===== config.mk =====
export PLATFORM = sky130hd
export DESIGN_NAME = c3if_mac
export DESIGN_NICKNAME = d
export VERILOG_FILES = /design/src/design/c3if_pkg.sv /design/src/design/c3if_mac.sv
export SDC_FILE = /design/constraint.sdc
export NUM_CORES = 2
export LEC_CHECK = 0
export BUFFER_PORTS_ARGS = -buffer_cell sky130_fd_sc_hd__buf_2
export CORE_MARGIN = 10
export CORE_UTILIZATION = 43
export CTS_CLUSTER_DIAMETER = 80
export CTS_CLUSTER_SIZE = 25
export DETAILED_ROUTE_END_ITERATION = 6
export RECOVER_POWER = 100
export SYNTH_ARGS = -nofsm -noshare
export SYNTH_HDL_FRONTEND = slang
export SYNTH_SLANG_ARGS = --single-unit
export TNS_END_PERCENT = 50

===== constraint.sdc =====
create_clock -name clk -period 28 [get_ports clk]
set_input_delay 5.6 -clock clk [delete_from_list [all_inputs] [get_ports clk]]
set_output_delay 5.6 -clock clk [all_outputs]
set_load 0.02 [all_outputs]

===== src/design/c3if_pkg.sv =====
// Shared types and constants for the 3x3 image filter.
// No dependencies; used by every module of the block.
`default_nettype none

package c3if_pkg;

  // Default sizing, handed to the top-level parameters.
  localparam int MAX_WIDTH_DEF  = 1024;
  localparam int MAX_HEIGHT_DEF = 1024;
  localparam int PIXEL_BITS_DEF = 8;
  localparam int COEFF_BITS_DEF = 16;

  localparam int KSIZE       = 3;
  localparam int MIN_DIM     = 3;
  localparam int LANE_BITS   = 16;
  localparam int KROW_W      = 48;
  localparam int DIM_REG_W   = 11;
  localparam int DIM_RESET   = 1024;
  localparam int PIX_IN_W    = 8;
  localparam int PIX_WIDE_W  = 16;
  localparam int OUT_W       = 28;
  localparam int OUT_TDATA_W = 32;
  localparam int CFG_IDX_W   = 3;
  localparam int CFG_DATA_W  = 48;

  localparam longint OUT_MAX = 134217727;
  localparam longint OUT_MIN = -134217728;

  typedef enum logic [CFG_IDX_W-1:0] {
    REG_KERNEL_TOP   = 3'd0,
    REG_KERNEL_MID   = 3'd1,
    REG_KERNEL_BOT   = 3'd2,
    REG_IMAGE_WIDTH  = 3'd3,
    REG_IMAGE_HEIGHT = 3'd4
  } cfg_reg_t;

  // Per-pixel control that rides along the pipeline.
  typedef struct packed {
    logic emit;   // window lies inside the image
    logic eof;    // pixel ends the frame
  } c3if_tag_t;

endpackage

`default_nettype wire


===== src/design/c3if_mac.sv =====
// 3x3 window, nine multipliers, two-level adder tree, saturation, output register.
// Elastic stages with per-stage valid. Uses c3if_pkg.
`default_nettype none

module c3if_mac #(
  parameter int PIXEL_BITS = c3if_pkg::PIXEL_BITS_DEF,
  parameter int COEFF_BITS = c3if_pkg::COEFF_BITS_DEF
) (
  input  wire logic                               clk,
  input  wire logic                               rst,
  input  wire logic                               in_valid,
  output logic                                    in_ready,
  input  wire logic [PIXEL_BITS-1:0]              in_top,
  input  wire logic [PIXEL_BITS-1:0]              in_mid,
  input  wire logic [PIXEL_BITS-1:0]              in_pix,
  input  wire c3if_pkg::c3if_tag_t                in_tag,
  input  wire logic [c3if_pkg::KROW_W-1:0]        k_top,
  input  wire logic [c3if_pkg::KROW_W-1:0]        k_mid,
  input  wire logic [c3if_pkg::KROW_W-1:0]        k_bot,
  output logic                                    out_valid,
  input  wire logic                               out_ready,
  output logic signed [c3if_pkg::OUT_W-1:0]       out_filtered,
  output logic                                    out_last
);

  localparam int K      = c3if_pkg::KSIZE;
  localparam int PROD_W = PIXEL_BITS + 1 + COEFF_BITS;
  localparam int ROW_W  = PROD_W + 2;
  localparam int SUM_W  = PROD_W + 4;
  localparam int ACC_W  = (SUM_W > c3if_pkg::OUT_W) ? SUM_W : c3if_pkg::OUT_W;
  localparam logic signed [ACC_W-1:0] SAT_HI = ACC_W'(c3if_pkg::OUT_MAX);
  localparam logic signed [ACC_W-1:0] SAT_LO = ACC_W'(c3if_pkg::OUT_MIN);

  logic [PIXEL_BITS-1:0]          win [K][K];
  logic signed [COEFF_BITS-1:0]   coef [K][K];
  logic signed [PROD_W-1:0]       prod_c [K][K];
  logic signed [PROD_W-1:0]       prod [K][K];
  logic signed [ROW_W-1:0]        row_c [K];
  logic signed [ROW_W-1:0]        row_sum [K];
  logic signed [SUM_W-1:0]        sum_c;
  logic signed [ACC_W-1:0]        acc_c;
  logic signed [ACC_W-1:0]        sat_c;
  logic [c3if_pkg::KROW_W-1:0]    krow [K];

  logic v2, v3, v4, vo;
  logic eof2, eof3, eof4;
  logic rdy3, rdy4, rdy_o;

  assign rdy_o    = !vo || out_ready;
  assign rdy4     = !v4 || rdy_o;
  assign rdy3     = !v3 || rdy4;
  assign in_ready = !v2 || rdy3;

  assign krow[0] = k_top;
  assign krow[1] = k_mid;
  assign krow[2] = k_bot;

  always_comb begin
    for (int r = 0; r < K; r++) begin
      for (int c = 0; c < K; c++) begin
        coef[r][c]   = $signed(krow[r][c*c3if_pkg::LANE_BITS +: COEFF_BITS]);
        prod_c[r][c] = PROD_W'($signed({1'b0, win[r][c]})) * PROD_W'(coef[r][c]);
      end
      row_c[r] = ROW_W'(prod[r][0]) + ROW_W'(prod[r][1]) + ROW_W'(prod[r][2]);
    end
    sum_c = SUM_W'(row_sum[0]) + SUM_W'(row_sum[1]) + SUM_W'(row_sum[2]);
    acc_c = ACC_W'(sum_c);
    if (acc_c > SAT_HI) begin
      sat_c = SAT_HI;
    end else if (acc_c < SAT_LO) begin
      sat_c = SAT_LO;
    end else begin
      sat_c = acc_c;
    end
  end

  // Window shifts on every pixel, also those that give no result, so it
  // only moves when the stage holding it is free.
  always_ff @(posedge clk) begin
    if (in_valid && in_ready) begin
      for (int r = 0; r < K; r++) begin
        win[r][0] <= win[r][1];
        win[r][1] <= win[r][2];
      end
      win[0][2] <= in_top;
      win[1][2] <= in_mid;
      win[2][2] <= in_pix;
      eof2      <= in_tag.eof;
    end
    if (rdy3) begin
      prod <= prod_c;
      eof3 <= eof2;
    end
    if (rdy4) begin
      row_sum <= row_c;
      eof4    <= eof3;
    end
    if (rdy_o) begin
      out_filtered <= sat_c[c3if_pkg::OUT_W-1:0];
      out_last     <= eof4;
    end
  end

  always_ff @(posedge clk) begin
    if (rst) begin
      v2 <= 1'b0;
      v3 <= 1'b0;
      v4 <= 1'b0;
      vo <= 1'b0;
    end else begin
      if (in_ready) begin
        v2 <= in_valid && in_tag.emit;
      end
      if (rdy3) begin
        v3 <= v2;
      end
      if (rdy4) begin
        v4 <= v3;
      end
      if (rdy_o) begin
        vo <= v4;
      end
    end
  end

  assign out_valid = vo;

endmodule

`default_nettype wire


Word level (Yosys, flattened, before mapping)
Memories as Yosys holds them, arrays and structs flattened.
Index checks and enable logic that the tools add are counted.
{ "totals": {"register_bits": 342, "latchBits": 0, "ramBits": 72, "rom_bits": 0, "in_bits": 174, "output_inout_bits": 31, "word_cells": 54, "mem_count": 1} }
{ "classes": {"n_addsub": 8, "mul": 9, "div": 0, "magnitude_cmp": 2, "n_eq_ne": 0, "n_shift": 0, "n_mux": 3, "bitwise_logic": 0, "reduce_logical": 10} }
{ "memory_table": {"columns": ["name", "words", "word_bits", "rd", "rd_ports_with_merged_regs", "wr", "line", "text"], "rows": [
  ["win", 3, 24, 3, 0, 3, "c3if_mac.sv:34", "logic [PIXEL_BITS-1:0] win [K][K];"]
]} }
{ "ops": {"columns": ["operator", "n"], "rows": [
  ["$mul 9x16->25", 9],
  ["$add 26x25->27", 3],
  ["$add 25x25->26", 3],
  ["$add 28x27->29", 1],
  ["$gt 29x28->1 const B", 1],
  ["$lt 29x28->1 const B", 1],
  ["$add 27x27->28", 1],
  ["$mux 28", 1],
  ["$logic_not 1->1", 4],
  ["$logic_or 1x1->1", 4],
  ["$logic_and 1x1->1", 2],
  ["$mux 1", 2]
]} }

Logic depth before layout (Yosys ltp)
{ "depth": {"ltp_word": 8, "depth_mapped": 20, "ltp_nobuf": 19} }

Least setup slack after synthesis
No wires, ideal clock.
{ "synth_timing": {"kind": "input to register", "from": "in out_ready", "to": "reg eof3, enable pin", "setup_time_ps": 2333, "arrival_time_ps": 10912, "t_required_ps": 25667, "path_slack_ps": 14755, "stages": 2, "path_buffers": 0, "path_cell_list": "nor2b_1 nand3_1"} }
{ "synth_between": {"elab_chain_len": 3} }
{ "synth_lines": {"columns": ["element", "line", "text"], "rows": [
  ["from (decl)", "c3if_mac.sv:21", "input wire logic out_ready,"],
  ["$logic_or 1x1->1", "c3if_mac.sv:49", "assign rdy_o = !vo || out_ready;"],
  ["$logic_or 1x1->1", "c3if_mac.sv:50", "assign rdy4 = !v4 || rdy_o;"],
  ["$logic_or 1x1->1", "c3if_mac.sv:51", "assign rdy3 = !v3 || rdy4;"],
  ["net rdy3", "c3if_mac.sv:47", "logic rdy3, rdy4, rdy_o;"],
  ["to (signal assigned)", "c3if_mac.sv:92", "eof3 <= eof2;"],
  ["to (decl)", "c3if_mac.sv:46", "logic eof2, eof3, eof4;"]
]} }
The timed path passes the listed nets, and every way through them passes these cells.
A chain may end at the register's enable or synchronous reset.

Worst setup path in the final report
{ "layout_timing": {"from": "in out_ready", "to": "out in_ready"} }
{ "layout_between": {"elab_chain_len": 4} }
{ "layout_lines": {"columns": ["element", "line", "text"], "rows": [
  ["$logic_or 1x1->1", "c3if_mac.sv:49", null],
  ["$logic_or 1x1->1", "c3if_mac.sv:50", null],
  ["$logic_or 1x1->1", "c3if_mac.sv:51", null],
  ["$logic_or 1x1->1", "c3if_mac.sv:52", "assign in_ready = !v2 || rdy3;"],
  ["to (decl)", "c3if_mac.sv:12", "output logic in_ready,"]
]} }
No other way between the ends.

==> summary.txt <==
Outcome
  – Result of the run: complete, but fails checks
  – Violated checks: capacitance limit, slew limit

Final layout
  – Area growth from synthesis to layout: 7.37%
  – FILL cells: roughly 13000
  – Most used cells in the layout excluding fill and tap cells: sky130_fd_sc_hd__inv_1 (1399), sky130_fd_sc_hd__fa_1 (1024), sky130_fd_sc_hd__and2_1 (641)
  – Final layout net count: 7923
  – Storage element area: 0.0124 mm2
  – Fraction of final layout cells with drive strength greater than 1: 4.17%
  – Most common library cell in the layout ignoring fill and taps: sky130_fd_sc_hd__inv_1
  – Area of the multi-input gates: ~0.042 mm2

Worst setup path
  – Startpoint type of the worst setup path: primary input
  – Worst setup path category: in -> out
  – Worst path required time: 22.40 ns
  – Maximum fanout along the worst path: 6
  – Critical path arrival: 6.45 ns
  – Crit path capture type: output pin

Yosys
  – Yosys warning count: 0
  – Dominant cells by area after synthesis: sky130_fd_sc_hd__fa_1 (34%), sky130_fd_sc_hd__edfxtp_1 (20%), sky130_fd_sc_hd__ha_1 (11%), sky130_fd_sc_hd__inv_1 (8.7%), sky130_fd_sc_hd__and2_1 (6.8%)
  – Simple-gate portion of the synthesized area: 13.5%
  – Xor/xnor cell area share of the yosys netlist: under 10%
  – Async SR Flop Fraction: 0%
  – Synth unique cells: 90
  – Gate Count Post-Synth: approximately 6000
  – Top_reg_cell synth: sky130_fd_sc_hd__edfxtp_1
  – Multiplexer share of the synthesized area: less than 1%
  – Sequential area share after synthesis: 20.5%
  – Total of flip-flops plus latches after synthesis: around 410
  – Post-Synth Adder-Cell Area: 45.4%
  – Post-synthesis cell type with the largest combined area: sky130_fd_sc_hd__fa_1
  – Mean instance size in the synthesized netlist: 10.1 um2
  – Share of the synthesized area in the top cell type: 33.9%
  – Largest family of logic cells by synthesized area: adder cells
  – Number of flops mapped to enable cells by yosys: 410
  – Syn nets: 7763
  – Compound-gate portion of the synthesized area: 7.25%
  – Netlist area before placement: 0.0605 mm2

Route
  – Vias per std cell: 4.97
  – Remaining design rule violation count: 0
  – Count of TritonRoute iterations in the first routing pass: 5
  – Vias post-DR: 40200
  – Routed length per placed instance: 17.1 um
  – Post-detailed-route count of antenna-violating nets: 0
  – Count of routing violations after the opening detailed-route iteration: 2065
  – Drt total wl: around 140000 um

Floorplan
  – Die boundary width: between 300 and 400 um
  – Initial Util: a little over two fifths
  – Die ar.: 0.156 mm2
  – FP Rows: between 100 and 150
  – Die boundary height: 395 um
  – Std-Cell Core Area: 0.140 mm2
  – Number of ports placed on the die boundary: 205

STA
  – Final Cycle Share: 43.0%
  – Relative slew slack: -201%
  – Time the final worst path needs with I/O delays and setup: between 10 and 15 ns
  – Total count of hold-check failures in the final report: 0
  – Clock skew: 0.0243 ns
  – Setup TNS: 0 ns
  – Actual transition at the worst max-transition pin: ~4.5 ns
  – RSZ-0062 raised after global routing: false
  – Maximum achievable frequency: around 83 MHz
  – Max-slew violation count: 421
  – Setup violation total in the final timing report: 0

Hold path
  – Path category of the worst min-delay check: reg -> reg

GRT
  – Wire length of the first global-routing pass: 229000 um
  – Pin count of the biggest net entering global routing: 88
  – Grt total ovfl: 0
  – Antenna violations before repair: 11
  – Via count of the first global-routing pass: roughly 43000
  – Total global routing track utilization: 18.0%

Placement
  – Port Buf Inserts: 204
  – Final HPWL from detailed placement: 115000 um
  – Final weighted congestion in routability-driven placement: 0.852

Clock network
  – Buffers inserted during post-CTS setup optimization: 0
  – Clock root buffer: sky130_fd_sc_hd__clkbuf_16
  – Clock Latency Late Sink: 0.64 ns
  – Clock sinks: 414
  – TritonCTS clock tree: yes
  – Post-CTS clock slew at the launch and capture registers of the worst setup and hold paths: ~0.07 ns
  – Maximum level of the CTS H-tree: 2
  – TritonCTS buffer count: 43
  – Post-cts sizing count: 0
  – Max Buffers Root-to-Sink: 3
  – Number of buffers inserted for hold repair after clock tree synthesis: 0

Flow run
  – Max-capacitance violation count: 7
[critical path: stages]
cell and delay, ns:
sky130_fd_sc_hd__buf_2 0.10, sky130_fd_sc_hd__nor2b_1 0.34, sky130_fd_sc_hd__nand4_1 0.20, sky130_fd_sc_hd__clkbuf_1 0.21
[flip-flops by register name (all words and copies together) (netlist names)]
signal	flops
eof2	1
eof3	1
eof4	1
out_filtered	28
out_last	1
out_valid	1
prod	225
row_sum	81
v2	1
v3	1
v4	1
win	72
[final cells by class]
class	instances	area share [%]
clock inverters	35	0.934
repair buffers	208	1.48
multi-input cells	4107	65.1
clock buffers	45	1.70
inverters	1399	8.08
diodes	1	0.00385
flip-flops and latches	414	19.1
well taps	1876	3.61
[through the flow]
stage / instance area [um2] / util (%) / setup slack [ns] / hold slack, ns / std cells
2_1_floorplan: 60500 / - / 14.75 / 0.400 / 6013
3_3_place_gp: 63500 / 45.5 / 15.80 / 0.402 / 8004
3_5_place_dp: 63500 / 45.5 / 15.76 / 0.409 / 8004
4_1_cts: 65300 / 46.7 / 15.76 / 0.426 / 8084
5_1_grt: 65000 / 46.5 / 15.83 / 0.428 / 8085
6_report: 65000 / 46.5 / 15.95 / 0.423 / 8085
[metal layers]
metal  up-vias  wire length [um]  track usage [%]
li1      19000                 -                -
met1     20300             62600             24.6
met2       721             65900             30.0
met3       154              6810             2.93
met4         4              3220             4.10
met5         -                27                0
[synth_stat cells, types with 86 or more instances]
| library cell | number |
|---|---|
| sky130_fd_sc_hd__a21oi_1 | 188 |
| sky130_fd_sc_hd__and2_1 | 656 |
| sky130_fd_sc_hd__clkbuf_1 | 86 |
| sky130_fd_sc_hd__edfxtp_1 | 410 |
| sky130_fd_sc_hd__fa_1 | 1024 |
| sky130_fd_sc_hd__ha_1 | 552 |
| sky130_fd_sc_hd__inv_1 | 1399 |
| sky130_fd_sc_hd__nand2_1 | 575 |
| sky130_fd_sc_hd__nor2_1 | 144 |
| sky130_fd_sc_hd__o21ai_0 | 96 |
| sky130_fd_sc_hd__xnor2_1 | 203 |
[kinds of logic (layout without fill, tap and decap cells)]
kind of cell    after synthesis  after routing
simple gates               1596           1596
fa+ha+maj                  1581           1581
buf+inv                    1492           1687
compound gates              647            647
flops                       414            414
xor+xnor                    282            282
mux                           1              1
other cells                   0              1
[worst paths after layout]
kind / start / end / slack, ns / cells after the start
min reg2reg: eof3 / eof4 / 0.42 / 0
max reg2reg: v4 / prod[191] / 21.27 / 2
max: out_ready / in_ready / 15.95 / 4
min: eof3 / eof4 / 0.42 / 0
Power is not shown: default switching activity piles up to over one toggle a cycle in this logic, so the estimate is an artifact.
